--- src/curj_pkg.sv ---
// shared types and constants for the canvas undo/redo journal
// no dependencies; imported by every module of the block but curj_ram

package curj_pkg;

	localparam int GRID_DIM      = 16;
	localparam int HISTORY_DEPTH = 16;

	localparam int IN_COORD_W = 5;
	localparam int COORD_W    = (GRID_DIM > 1) ? $clog2(GRID_DIM) : 1;
	localparam int CELLS      = GRID_DIM * GRID_DIM;
	localparam int CELL_AW    = $clog2(CELLS);
	localparam int HIST_AW    = (HISTORY_DEPTH > 1) ? $clog2(HISTORY_DEPTH) : 1;
	localparam int HIST_CW    = $clog2(HISTORY_DEPTH + 1);
	localparam int HIST_SW    = HIST_CW + 1;

	localparam logic [7:0] BLANK_CHAR = 8'h2E;

	typedef enum logic [2:0] {
		OP_DRAW  = 3'd0,
		OP_MOVE  = 3'd1,
		OP_ERASE = 3'd2,
		OP_UNDO  = 3'd3,
		OP_REDO  = 3'd4,
		OP_READ  = 3'd5
	} op_t;

	typedef enum logic [2:0] {
		STS_DONE      = 3'd0,
		STS_BAD_COORD = 3'd1,
		STS_BLANK     = 3'd2,
		STS_NO_UNDO   = 3'd3,
		STS_NO_REDO   = 3'd4
	} status_t;

	typedef enum logic [1:0] {
		KIND_DRAW  = 2'd0,
		KIND_MOVE  = 2'd1,
		KIND_ERASE = 2'd2
	} kind_t;

	typedef enum logic [1:0] {
		S_IDLE,
		S_EXEC1,
		S_EXEC2,
		S_FIN
	} state_t;

	typedef struct packed {
		logic [2:0]            op;
		logic [IN_COORD_W-1:0] x_first;
		logic [IN_COORD_W-1:0] y_first;
		logic [IN_COORD_W-1:0] x_second;
		logic [IN_COORD_W-1:0] y_second;
		logic [7:0]            char_in;
	} req_beat_t;

	typedef struct packed {
		logic [2:0] status;
		logic [7:0] cell_char;
		logic [1:0] replayed_kind;
	} rsp_beat_t;

	typedef struct packed {
		logic [1:0]         kind;
		logic [COORD_W-1:0] xs;
		logic [COORD_W-1:0] ys;
		logic [COORD_W-1:0] xd;
		logic [COORD_W-1:0] yd;
		logic [7:0]         prev_ch;
		logic [7:0]         new_ch;
	} hist_entry_t;

	localparam int ENTRY_W = $bits(hist_entry_t);

	typedef struct packed {
		logic accept;
		logic exec1;
		logic exec2;
		logic load_out;
	} ctrl_cmd_t;

	typedef struct packed {
		logic two_step;
		logic out_free;
	} ctrl_stat_t;

endpackage

--- src/canvas_undo_redo_journal_unit.sv ---
// top level of the canvas undo/redo journal: controller plus datapath
// depends on curj_pkg, curj_ctrl, curj_dpath (and curj_ram below it)
//
//   channel | handshake              | payload
//   --------+------------------------+-----------------------------------------
//   req     | req_valid / req_stall  | op, x/y first, x/y second, char_in
//   rsp     | rsp_valid / rsp_stall  | status, cell_char, replayed_kind
//
// one beat in flight: accept, a first execute step, a second execute step for a
// move or a replayed move (second grid write on the single-port grid ram),
// then the result goes to the output register in the cycle the next beat may
// enter. reset leaves the grid blank through per-cell valid bits, so no
// clearing pass. a stalled output holds the block in its final step until the
// output register frees up.

module canvas_undo_redo_journal_unit import curj_pkg::*; (
	input  logic      clk,
	input  logic      arst_n,
	input  logic      req_valid,
	output logic      req_stall,
	input  req_beat_t req,
	output logic      rsp_valid,
	input  logic      rsp_stall,
	output rsp_beat_t rsp
);

	ctrl_cmd_t  cmd;
	ctrl_stat_t stat;

	curj_ctrl u_ctrl (
		.clk       (clk),
		.arst_n    (arst_n),
		.req_valid (req_valid),
		.req_stall (req_stall),
		.stat      (stat),
		.cmd       (cmd)
	);

	curj_dpath u_dpath (
		.clk       (clk),
		.arst_n    (arst_n),
		.req       (req),
		.rsp       (rsp),
		.rsp_valid (rsp_valid),
		.rsp_stall (rsp_stall),
		.cmd       (cmd),
		.stat      (stat)
	);

endmodule

--- src/curj_ram.sv ---
// generic single-port ram with registered read data
// no dependencies

module curj_ram #(
	parameter int WIDTH = 8,
	parameter int DEPTH = 16,
	localparam int AW = (DEPTH > 1) ? $clog2(DEPTH) : 1
) (
	input  logic             clk,
	input  logic             we,
	input  logic [AW-1:0]    addr,
	input  logic [WIDTH-1:0] wdata,
	output logic [WIDTH-1:0] rdata
);

	logic [WIDTH-1:0] mem_q [DEPTH];
	logic [WIDTH-1:0] rdata_q;

	always_ff @(posedge clk) begin
		if (we) begin
			mem_q[addr] <= wdata;
		end else begin
			rdata_q <= mem_q[addr];
		end
	end

	assign rdata = rdata_q;

endmodule

--- src/curj_ctrl.sv ---
// sequencer for the journal: accept, one or two execute steps, result hand-off
// depends on curj_pkg

module curj_ctrl import curj_pkg::*; (
	input  logic       clk,
	input  logic       arst_n,
	input  logic       req_valid,
	output logic       req_stall,
	input  ctrl_stat_t stat,
	output ctrl_cmd_t  cmd
);

	state_t state_q, state_d;
	logic   take_ok;

	always_ff @(posedge clk or negedge arst_n) begin
		if (!arst_n) begin
			state_q <= S_IDLE;
		end else begin
			state_q <= state_d;
		end
	end

	always_comb begin
		take_ok      = (state_q == S_IDLE) || ((state_q == S_FIN) && stat.out_free);
		req_stall    = !take_ok;
		cmd.accept   = req_valid && take_ok;
		cmd.exec1    = (state_q == S_EXEC1);
		cmd.exec2    = (state_q == S_EXEC2);
		cmd.load_out = (state_q == S_FIN) && stat.out_free;
		state_d      = state_q;
		unique case (state_q)
			S_IDLE: begin
				if (cmd.accept) state_d = S_EXEC1;
			end
			S_EXEC1: begin
				state_d = stat.two_step ? S_EXEC2 : S_FIN;
			end
			S_EXEC2: begin
				state_d = S_FIN;
			end
			S_FIN: begin
				// next beat may enter while this result leaves
				if (stat.out_free) state_d = cmd.accept ? S_EXEC1 : S_IDLE;
			end
			default: state_d = S_IDLE;
		endcase
	end

endmodule

--- src/curj_dpath.sv ---
// datapath: grid ram with per-cell valid bits, two ring-buffer history stacks,
// result and output registers; depends on curj_pkg and curj_ram

module curj_dpath import curj_pkg::*; (
	input  logic       clk,
	input  logic       arst_n,
	input  req_beat_t  req,
	output rsp_beat_t  rsp,
	output logic       rsp_valid,
	input  logic       rsp_stall,
	input  ctrl_cmd_t  cmd,
	output ctrl_stat_t stat
);

	function automatic logic [CELL_AW-1:0] cell_addr(input logic [COORD_W-1:0] x,
	                                                 input logic [COORD_W-1:0] y);
		cell_addr = CELL_AW'(y) * CELL_AW'(GRID_DIM) + CELL_AW'(x);
	endfunction

	function automatic logic coord_ok(input logic [IN_COORD_W-1:0] x,
	                                  input logic [IN_COORD_W-1:0] y);
		coord_ok = ((IN_COORD_W+1)'(x) < (IN_COORD_W+1)'(GRID_DIM)) &&
		           ((IN_COORD_W+1)'(y) < (IN_COORD_W+1)'(GRID_DIM));
	endfunction

	// sum stays below twice the depth while the stack is not empty, so one subtract folds it back
	function automatic logic [HIST_AW-1:0] wrap_idx(input logic [HIST_SW-1:0] s);
		if (s >= HIST_SW'(HISTORY_DEPTH)) begin
			wrap_idx = HIST_AW'(s - HIST_SW'(HISTORY_DEPTH));
		end else begin
			wrap_idx = HIST_AW'(s);
		end
	endfunction

	req_beat_t in_q;
	rsp_beat_t res_q, res_d, out_q;
	logic      out_valid_q;

	logic [CELLS-1:0]   gvld_q;
	logic               gvld_s1;
	logic [CELL_AW-1:0] rd_addr, g_addr, g_waddr1, sec_addr_q, sec_addr_d;
	logic [7:0]         g_wdata, g_wdata1, g_rdata, sec_data_q, sec_data_d, gch;
	logic               g_we, g_we1, sec_we;

	logic [HIST_AW-1:0] u_base_q, r_base_q, u_top, r_top, u_pidx, r_pidx, u_addr, r_addr;
	logic [HIST_CW-1:0] u_cnt_q, r_cnt_q;
	logic               u_full, r_full, u_push, u_pop, r_push, r_pop, r_clear;
	logic [ENTRY_W-1:0] u_rdata, r_rdata;
	hist_entry_t        ue, re, u_entry;

	logic               ok_a, ok_b;
	logic [CELL_AW-1:0] addr_a, addr_b;

	// ---------------- grid ----------------
	assign rd_addr = cell_addr(req.x_first[COORD_W-1:0], req.y_first[COORD_W-1:0]);
	assign g_we    = (cmd.exec1 && g_we1) || cmd.exec2;
	assign g_addr  = cmd.exec2 ? sec_addr_q : (cmd.exec1 ? g_waddr1 : rd_addr);
	assign g_wdata = cmd.exec2 ? sec_data_q : g_wdata1;
	assign gch     = gvld_s1 ? g_rdata : BLANK_CHAR;

	curj_ram #(.WIDTH(8), .DEPTH(CELLS)) u_grid (
		.clk   (clk),
		.we    (g_we),
		.addr  (g_addr),
		.wdata (g_wdata),
		.rdata (g_rdata)
	);

	// a cell never written reads as blank
	always_ff @(posedge clk or negedge arst_n) begin
		if (!arst_n) begin
			gvld_q <= '0;
		end else if (g_we) begin
			gvld_q[g_addr] <= 1'b1;
		end
	end

	always_ff @(posedge clk) begin
		if (cmd.accept) begin
			gvld_s1 <= gvld_q[rd_addr];
			in_q    <= req;
		end
	end

	// ---------------- history stacks ----------------
	assign u_full = (u_cnt_q == HIST_CW'(HISTORY_DEPTH));
	assign r_full = (r_cnt_q == HIST_CW'(HISTORY_DEPTH));
	assign u_top  = wrap_idx(HIST_SW'(u_base_q) + HIST_SW'(u_cnt_q) - HIST_SW'(1));
	assign r_top  = wrap_idx(HIST_SW'(r_base_q) + HIST_SW'(r_cnt_q) - HIST_SW'(1));
	assign u_pidx = u_full ? u_base_q : wrap_idx(HIST_SW'(u_base_q) + HIST_SW'(u_cnt_q));
	assign r_pidx = r_full ? r_base_q : wrap_idx(HIST_SW'(r_base_q) + HIST_SW'(r_cnt_q));
	assign u_addr = (cmd.exec1 && u_push) ? u_pidx : u_top;
	assign r_addr = (cmd.exec1 && r_push) ? r_pidx : r_top;
	assign ue     = hist_entry_t'(u_rdata);
	assign re     = hist_entry_t'(r_rdata);

	curj_ram #(.WIDTH(ENTRY_W), .DEPTH(HISTORY_DEPTH)) u_undo (
		.clk   (clk),
		.we    (cmd.exec1 && u_push),
		.addr  (u_addr),
		.wdata (u_entry),
		.rdata (u_rdata)
	);

	// redo only ever receives the entry just popped from undo
	curj_ram #(.WIDTH(ENTRY_W), .DEPTH(HISTORY_DEPTH)) u_redo (
		.clk   (clk),
		.we    (cmd.exec1 && r_push),
		.addr  (r_addr),
		.wdata (ue),
		.rdata (r_rdata)
	);

	always_ff @(posedge clk or negedge arst_n) begin
		if (!arst_n) begin
			u_base_q <= '0;
			u_cnt_q  <= '0;
			r_base_q <= '0;
			r_cnt_q  <= '0;
		end else if (cmd.exec1) begin
			if (u_pop) begin
				u_cnt_q <= u_cnt_q - HIST_CW'(1);
			end else if (u_push) begin
				if (u_full) u_base_q <= wrap_idx(HIST_SW'(u_base_q) + HIST_SW'(1));
				else        u_cnt_q  <= u_cnt_q + HIST_CW'(1);
			end
			if (r_clear) begin
				r_cnt_q <= '0;
			end else if (r_pop) begin
				r_cnt_q <= r_cnt_q - HIST_CW'(1);
			end else if (r_push) begin
				if (r_full) r_base_q <= wrap_idx(HIST_SW'(r_base_q) + HIST_SW'(1));
				else        r_cnt_q  <= r_cnt_q + HIST_CW'(1);
			end
		end
	end

	// ---------------- first execute step ----------------
	assign ok_a   = coord_ok(in_q.x_first, in_q.y_first);
	assign ok_b   = coord_ok(in_q.x_second, in_q.y_second);
	assign addr_a = cell_addr(in_q.x_first[COORD_W-1:0], in_q.y_first[COORD_W-1:0]);
	assign addr_b = cell_addr(in_q.x_second[COORD_W-1:0], in_q.y_second[COORD_W-1:0]);

	always_comb begin
		g_we1      = 1'b0;
		g_waddr1   = addr_a;
		g_wdata1   = BLANK_CHAR;
		sec_we     = 1'b0;
		sec_addr_d = addr_a;
		sec_data_d = BLANK_CHAR;
		u_push     = 1'b0;
		u_pop      = 1'b0;
		r_push     = 1'b0;
		r_pop      = 1'b0;
		r_clear    = 1'b0;
		u_entry    = '0;
		res_d      = '0;
		res_d.status = STS_DONE;
		case (in_q.op)
			OP_DRAW: begin
				if (!ok_a) begin
					res_d.status = STS_BAD_COORD;
				end else begin
					g_we1           = 1'b1;
					g_wdata1        = in_q.char_in;
					u_push          = 1'b1;
					r_clear         = 1'b1;
					u_entry.kind    = KIND_DRAW;
					u_entry.xs      = in_q.x_first[COORD_W-1:0];
					u_entry.ys      = in_q.y_first[COORD_W-1:0];
					u_entry.prev_ch = gch;
					u_entry.new_ch  = in_q.char_in;
				end
			end
			OP_MOVE: begin
				if (!ok_a || !ok_b) begin
					res_d.status = STS_BAD_COORD;
				end else if (gch == BLANK_CHAR) begin
					res_d.status = STS_BLANK;
				end else begin
					// destination first, then blank the source
					g_we1           = 1'b1;
					g_waddr1        = addr_b;
					g_wdata1        = gch;
					sec_we          = 1'b1;
					sec_addr_d      = addr_a;
					u_push          = 1'b1;
					r_clear         = 1'b1;
					u_entry.kind    = KIND_MOVE;
					u_entry.xs      = in_q.x_first[COORD_W-1:0];
					u_entry.ys      = in_q.y_first[COORD_W-1:0];
					u_entry.xd      = in_q.x_second[COORD_W-1:0];
					u_entry.yd      = in_q.y_second[COORD_W-1:0];
					u_entry.prev_ch = gch;
					u_entry.new_ch  = BLANK_CHAR;
				end
			end
			OP_ERASE: begin
				if (!ok_a) begin
					res_d.status = STS_BAD_COORD;
				end else if (gch == BLANK_CHAR) begin
					res_d.status = STS_BLANK;
				end else begin
					g_we1           = 1'b1;
					u_push          = 1'b1;
					r_clear         = 1'b1;
					u_entry.kind    = KIND_ERASE;
					u_entry.xs      = in_q.x_first[COORD_W-1:0];
					u_entry.ys      = in_q.y_first[COORD_W-1:0];
					u_entry.prev_ch = gch;
					u_entry.new_ch  = BLANK_CHAR;
				end
			end
			OP_UNDO: begin
				if (u_cnt_q == '0) begin
					res_d.status = STS_NO_UNDO;
				end else begin
					u_pop               = 1'b1;
					r_push              = 1'b1;
					g_we1               = 1'b1;
					g_waddr1            = cell_addr(ue.xs, ue.ys);
					g_wdata1            = ue.prev_ch;
					sec_we              = (ue.kind == KIND_MOVE);
					sec_addr_d          = cell_addr(ue.xd, ue.yd);
					res_d.replayed_kind = ue.kind;
				end
			end
			OP_REDO: begin
				if (r_cnt_q == '0) begin
					res_d.status = STS_NO_REDO;
				end else begin
					r_pop               = 1'b1;
					u_push              = 1'b1;
					u_entry             = re;
					g_we1               = 1'b1;
					res_d.replayed_kind = re.kind;
					if (re.kind == KIND_MOVE) begin
						g_waddr1   = cell_addr(re.xd, re.yd);
						g_wdata1   = re.prev_ch;
						sec_we     = 1'b1;
						sec_addr_d = cell_addr(re.xs, re.ys);
					end else begin
						g_waddr1 = cell_addr(re.xs, re.ys);
						g_wdata1 = re.new_ch;
					end
				end
			end
			OP_READ: begin
				if (!ok_a) res_d.status = STS_BAD_COORD;
				else       res_d.cell_char = gch;
			end
			default: res_d.status = STS_BAD_COORD;
		endcase
	end

	always_ff @(posedge clk) begin
		if (cmd.exec1) begin
			res_q      <= res_d;
			sec_addr_q <= sec_addr_d;
			sec_data_q <= sec_data_d;
		end
		if (cmd.load_out) out_q <= res_q;
	end

	// ---------------- output register ----------------
	always_ff @(posedge clk or negedge arst_n) begin
		if (!arst_n) begin
			out_valid_q <= 1'b0;
		end else if (cmd.load_out) begin
			out_valid_q <= 1'b1;
		end else if (!rsp_stall) begin
			out_valid_q <= 1'b0;
		end
	end

	assign rsp           = out_q;
	assign rsp_valid     = out_valid_q;
	assign stat.out_free = !out_valid_q || !rsp_stall;
	assign stat.two_step = sec_we;

endmodule
--- config.mk ---
export PLATFORM = sky130hd
export DESIGN_NAME = canvas_undo_redo_journal_unit
export DESIGN_NICKNAME = d
export VERILOG_FILES = /design/src/curj_pkg.sv /design/src/canvas_undo_redo_journal_unit.sv /design/src/curj_ram.sv /design/src/curj_ctrl.sv /design/src/curj_dpath.sv
export SDC_FILE = /design/constraint.sdc
export NUM_CORES = 2
export LEC_CHECK = 0
export ABC_AREA = 1
export BUFFER_PORTS_ARGS = -buffer_cell sky130_fd_sc_hd__buf_2
export CORE_MARGIN = 1
export CORE_UTILIZATION = 30
export DETAILED_ROUTE_END_ITERATION = 6
export GPL_TIMING_DRIVEN = 0
export SLEW_MARGIN = 0
export SYNTH_ARGS = -nofsm -noshare
export SYNTH_HDL_FRONTEND = slang
export SYNTH_SLANG_ARGS = --single-unit
--- constraint.sdc ---
create_clock -name clk -period 15.21 [get_ports clk]
set_input_delay 3.042 -clock clk [delete_from_list [all_inputs] [get_ports clk]]
set_output_delay 3.042 -clock clk [all_outputs]
set_load 0.1 [all_outputs]
==> results.md <==
Outcome:
- The run finished, with violations left.
- The checks that failed: design-rule violations, max-capacitance violations, max-slew violations.

Yosys:
- Counting every instance in the synthesized netlist gives 12.5k.
- During synthesis, Yosys emitted a total of 0 warnings.
- By area the synthesized netlist is led by sky130_fd_sc_hd__edfxtp_1 68%, sky130_fd_sc_hd__nand2_1 12%, sky130_fd_sc_hd__dfrtp_1 4.8%.
- The largest total area in the synthesized netlist belongs to sky130_fd_sc_hd__edfxtp_1.
- For this run, the register share of the synthesized area comes to 72.3%.
- The number of nets handed over by synthesis was 12.6k.
- After synthesis, the share of flip-flops with an asynchronous set or reset is under 10%.
- After synthesis, the netlist uses between 50 and 60 different library cells.
- The most common flop cell mapped by yosys is sky130_fd_sc_hd__edfxtp_1.
- Summing the areas of all compound-gate instances in the mapped netlist gives about 6% of the synthesized area.
- The average cell area after synthesis is 11.6 sq um.
- After synthesis, the largest area contributor takes up 67.6% of total cell area.
- The synthesis-stage register bit count is 3555.
- The multiplexer share of the synthesized area is less than 1%.
- Counting flops with a built-in enable in the synthesized netlist gives 3278.
- The combinational family with the most area after synthesis is simple AND/OR/NAND/NOR gates.
- The adder and majority cell fraction of the synthesized area is 0.235%.
- The synthesized netlist devotes 18.4% of its cell area to simple gates.
- The area share of xor/xnor cells in the synthesized design is less than 1%.
- The area of the mapped netlist is between 100000 and 150000 sq um.

Critical path:
- In this run the register-to-register setup slack is ~8.4 ns.
- The launch point of the worst reg-to-reg path is u_ctrl.state_q[1]$_DFFE_PN0P_.
- The startpoint kind of the worst setup timing path is a primary input.
- The critical path start-end classification is primary input to output pin.
- For the worst setup path, the data arrival time is 5.19 ns.
- The endpoint identified for the worst register-to-register timing path is u_dpath.u_grid.mem_q[248][4]$_DFFE_PP_.
- The sort of element at the end of the critical path is an output pin.
- The maximum fanout along the worst path is 14.
- Measured in cells, the most critical reg-to-reg path has a length of 11.
- The critical path data required time is 12.17 ns.

Timing:
- Across the routed clock network, the largest skew measured is 0.122 ns.
- The number of pins exceeding their max-slew limit in the final report is 21.
- The final-report hold violation count came to 0.
- Setup repair after global routing left no endpoint under its margin.
- The final clock period utilization by the worst path is 54.1%.
- For the final routed database, the setup TNS stands at 0 ns.
- The top achievable clock speed is around 120 MHz.
- The final critical-path required period is 8.23 ns.
- The setup violation total in the final timing report is 0.
- The worst-case headroom to the max-slew limit is -1.77%.
- The actual transition at the worst max-transition pin is approximately 1.5 ns.
- Across all hold checks on the routed design, the worst slack comes to 0.420 ns.

Clock network:
- After clock tree synthesis, the clock-pin slew on the worst setup and hold paths is ~0.06 ns.
- The post-cts gate resize count is 0.
- The clock tree from TritonCTS is done.
- The number of hold buffers added after CTS was 0.
- The buffer type at the clock tree root is sky130_fd_sc_hd__clkbuf_16.
- CTS built an H-tree with a depth of 5.
- The total clock buffers created by CTS is 370.
- The sink count of the clock tree is 3555.
- The number of buffers on the longest clock path is 4.
- The total setup buffers inserted after CTS is 0.
- At the later pin of the worst-skew pair, clock insertion delay measures 1.00 ns.

Finish:
- The library cells used most frequently in the layout, excluding fill and tap cells, are 4487 x sky130_fd_sc_hd__nand2_1, 3278 x sky130_fd_sc_hd__edfxtp_1, 1046 x sky130_fd_sc_hd__nand3_1.
- The synthesis-to-finish area growth is 16.0%.
- The library cell used most frequently in the layout, excluding fill and tap cells, is sky130_fd_sc_hd__nand2_1.
- The design area is ~170000 sq um.
- Of the cells placed in the final design, the portion with a size suffix greater than 1 is 9.00%.
- After the last flow step, the layout net total stands at about 13k.

Hold path:
- The cell depth of the worst hold path is 0.
- The startpoint of the most critical hold path is u_dpath.res_q[1]$_DFFE_PP_.
- The tightest min-delay check is of the flop to flop type.
- The hold-critical path endpoint is u_dpath.rsp[1]$_DFFE_PP_.

Detailed routing:
- In this run, the number of DRC markers left after iteration 0 of detailed routing was around 12k.
- The pre-antenna-repair detailed-routing pass consisted of 7 iterations.
- Once detail routing completed, the nets flagged for antenna violations numbered 0.
- The met3 routed wirelength is around 49 mm.
- Summed over all nets, wire length on met2 after detailed routing comes to 220 mm.
- The routed metal-1 wirelength is a little under 200 mm.
- The final routed wire length divided by cell count is 25.0 microns.
- For this run, design rule violations remaining after detail routing come to 17.
- Dividing the detail-routed via count by the number of cells gives 5.11.
- The vias after detailed routing is 101k.
- The total wirelength of the detailed-routed design is a little under 500 mm.
- The top metal layer carrying routed signals is met5.

Floorplanning:
- Once the floorplan was initialized, standard cells occupied ~30% of the core.
- The die width is 699 microns.
- The die covers 489000 sq um.
- The number of I/O pins is 50.
- Row generation in the floorplan step produced 255 rows.
- The area of the placeable core is slightly below 500000 sq um.
- Measured along the y axis, the die boundary spans around 700 microns.

Power:
- In this run the static leakage power is 0.0637 uW.
- The total power divided by cell area is 237 nW/um^2.
- The maximum VDD drop is 0.295 mV.

Flow run:
- The count of max-cap constraint violations is 3.

Placement:
- The count of buffers added on input and output ports is 49.
- Once detailed placement completed, the half-perimeter wirelength came to 350 mm.
- The final estimated routing congestion in global placement is 1.00.
- The area of placed instances is 157000 sq um.

Global route:
- Global routing consumed, over all layers together, between 10% and 20% of the routing resources.
- The number of antenna violations at the first check in global routing is 34.
- The global-route wire length before repair is 693 mm.
- The total overflow reported by the global router is 0.
- The largest net degree at the start of global routing is between 100 and 150.
- The via count of the first global-routing pass is 95.6k.
[power by group]
| group | total [uW] | internal (uW) | switching, uW |
|---|---|---|---|
| clock network | 8990 | 5110 | 3880 |
| registers | 12800 | 12300 | 517 |
| logic | 18300 | 4430 | 13800 |
[layer usage]
metal,up-vias,global-route usage [%]
li1,45000,-
met1,49900,25.6
met2,5231,30.0
met3,1059,4.11
met4,10,11.0
met5,-,0
[critical path, cell delays in order]
cell and delay [ns]:
sky130_fd_sc_hd__buf_2 0.08, sky130_fd_sc_hd__nand2_1 0.39, sky130_fd_sc_hd__nand2_1 0.51, sky130_fd_sc_hd__inv_1 0.36, sky130_fd_sc_hd__nor2_1 0.30, sky130_fd_sc_hd__buf_2 0.48
[stage by stage]
step           std cells  setup slack [ns]  power [uW]  util, %
2_1_floorplan      12500              4.61       22600        -
3_3_place_gp       19000            -11.24       31100     31.9
3_5_place_dp       19100              6.78       30700     32.5
4_1_cts            19800              7.05       39600     35.0
5_1_grt            19800              6.87       41400     35.0
6_report           19800              6.98       40000     35.0
[how the worst max path moves through the flow]
| stage | startpoint | endpoint | slack, ns | cells past startpoint |
|---|---|---|---|---|
| floorplan | u_dpath.in_q[28]$_DFFE_PP_ | u_dpath.u_grid.mem_q[0][7]$_DFFE_PP_ | 4.61 | 7 |
| global placement | u_dpath.in_q[22]$_DFFE_PP_ | u_dpath.u_grid.mem_q[174][7]$_DFFE_PP_ | -11.24 | 5 |
| detailed placement | req[25] | u_dpath.u_grid.mem_q[248][6]$_DFFE_PP_ | 6.78 | 11 |
| CTS | rsp_stall | req_stall | 7.05 | 6 |
| global route | rsp_stall | req_stall | 6.87 | 6 |
| finish | rsp_stall | req_stall | 6.98 | 6 |
[logic make-up (layout without fill, tap and decap cells)]
family / after synthesis / in the layout
and+or+nand+nor: 6489 / 6489
DFF: 3555 / 3555
AOI/OAI and AO/OA: 1440 / 1440
buffers and inverters: 982 / 1845
adders and majority gates: 25 / 25
xor gates and xnor gates: 22 / 22
muxes: 1 / 1
other: 0 / 22
[cell usage after synthesis, types with 3 or more instances]
library cell                number
sky130_fd_sc_hd__nand2_1      4487
sky130_fd_sc_hd__edfxtp_1     3278
sky130_fd_sc_hd__nand3_1      1048
sky130_fd_sc_hd__a22oi_1       553
sky130_fd_sc_hd__nor2_1        545
sky130_fd_sc_hd__clkbuf_1      412
sky130_fd_sc_hd__a21oi_1       396
sky130_fd_sc_hd__o21ai_0       389
sky130_fd_sc_hd__buf_2         297
sky130_fd_sc_hd__dfrtp_1       277
sky130_fd_sc_hd__inv_1         163
sky130_fd_sc_hd__or2_1         148
sky130_fd_sc_hd__nand4_1        78
sky130_fd_sc_hd__buf_1          58
sky130_fd_sc_hd__or2_2          57
sky130_fd_sc_hd__o21ai_1        34
sky130_fd_sc_hd__or3_1          34
sky130_fd_sc_hd__or4_1          34
sky130_fd_sc_hd__o22ai_1        25
sky130_fd_sc_hd__or2_0          25
sky130_fd_sc_hd__buf_4          21
sky130_fd_sc_hd__ha_1           21
sky130_fd_sc_hd__inv_2          20
sky130_fd_sc_hd__xor2_1         15
sky130_fd_sc_hd__buf_6           8
sky130_fd_sc_hd__nor2_2          7
sky130_fd_sc_hd__o32ai_1         7
sky130_fd_sc_hd__xnor2_1         7
sky130_fd_sc_hd__nand2_2         6
sky130_fd_sc_hd__nor3_1          6
sky130_fd_sc_hd__o2111ai_1       6
sky130_fd_sc_hd__a211oi_1        5
sky130_fd_sc_hd__nand2_4         5
sky130_fd_sc_hd__a221o_1         4
sky130_fd_sc_hd__fa_1            4
sky130_fd_sc_hd__a21oi_2         3
sky130_fd_sc_hd__inv_4           3
sky130_fd_sc_hd__nor2_8          3
sky130_fd_sc_hd__o21ai_2         3
[final cells by class]
cell class | count | area [sq um]
Fill cell | 47400 | 314000
Sequential cell | 3555 | 105000
Multi-Input combinational cell | 7977 | 36600
Clock buffer | 454 | 9790
Tap cell | 6425 | 8040
Buffer | 796 | 3510
Timing Repair Buffer | 185 | 2940
Clock inverter | 224 | 2040
Inverter | 186 | 706
Antenna cell | 22 | 55.1
[flip-flops by register name, summed over array words and instances (netlist names), 4 cells and up]
name / count
u_dpath.u_redo.rdata: 34
u_dpath.rsp: 13
u_dpath.u_undo.mem_q: 544
u_dpath.u_cnt_q: 5
u_dpath.u_base_q: 4
u_dpath.u_undo.rdata: 34
u_dpath.res_q: 13
u_dpath.u_redo.mem_q: 544
u_dpath.u_grid.rdata: 8
u_dpath.in_q: 31
u_dpath.r_cnt_q: 5
u_dpath.gvld_q: 256
u_dpath.r_base_q: 4
u_dpath.u_grid.mem_q: 2048
u_dpath.sec_addr_q: 8
Note: power is estimated with default switching activity, not from simulation.
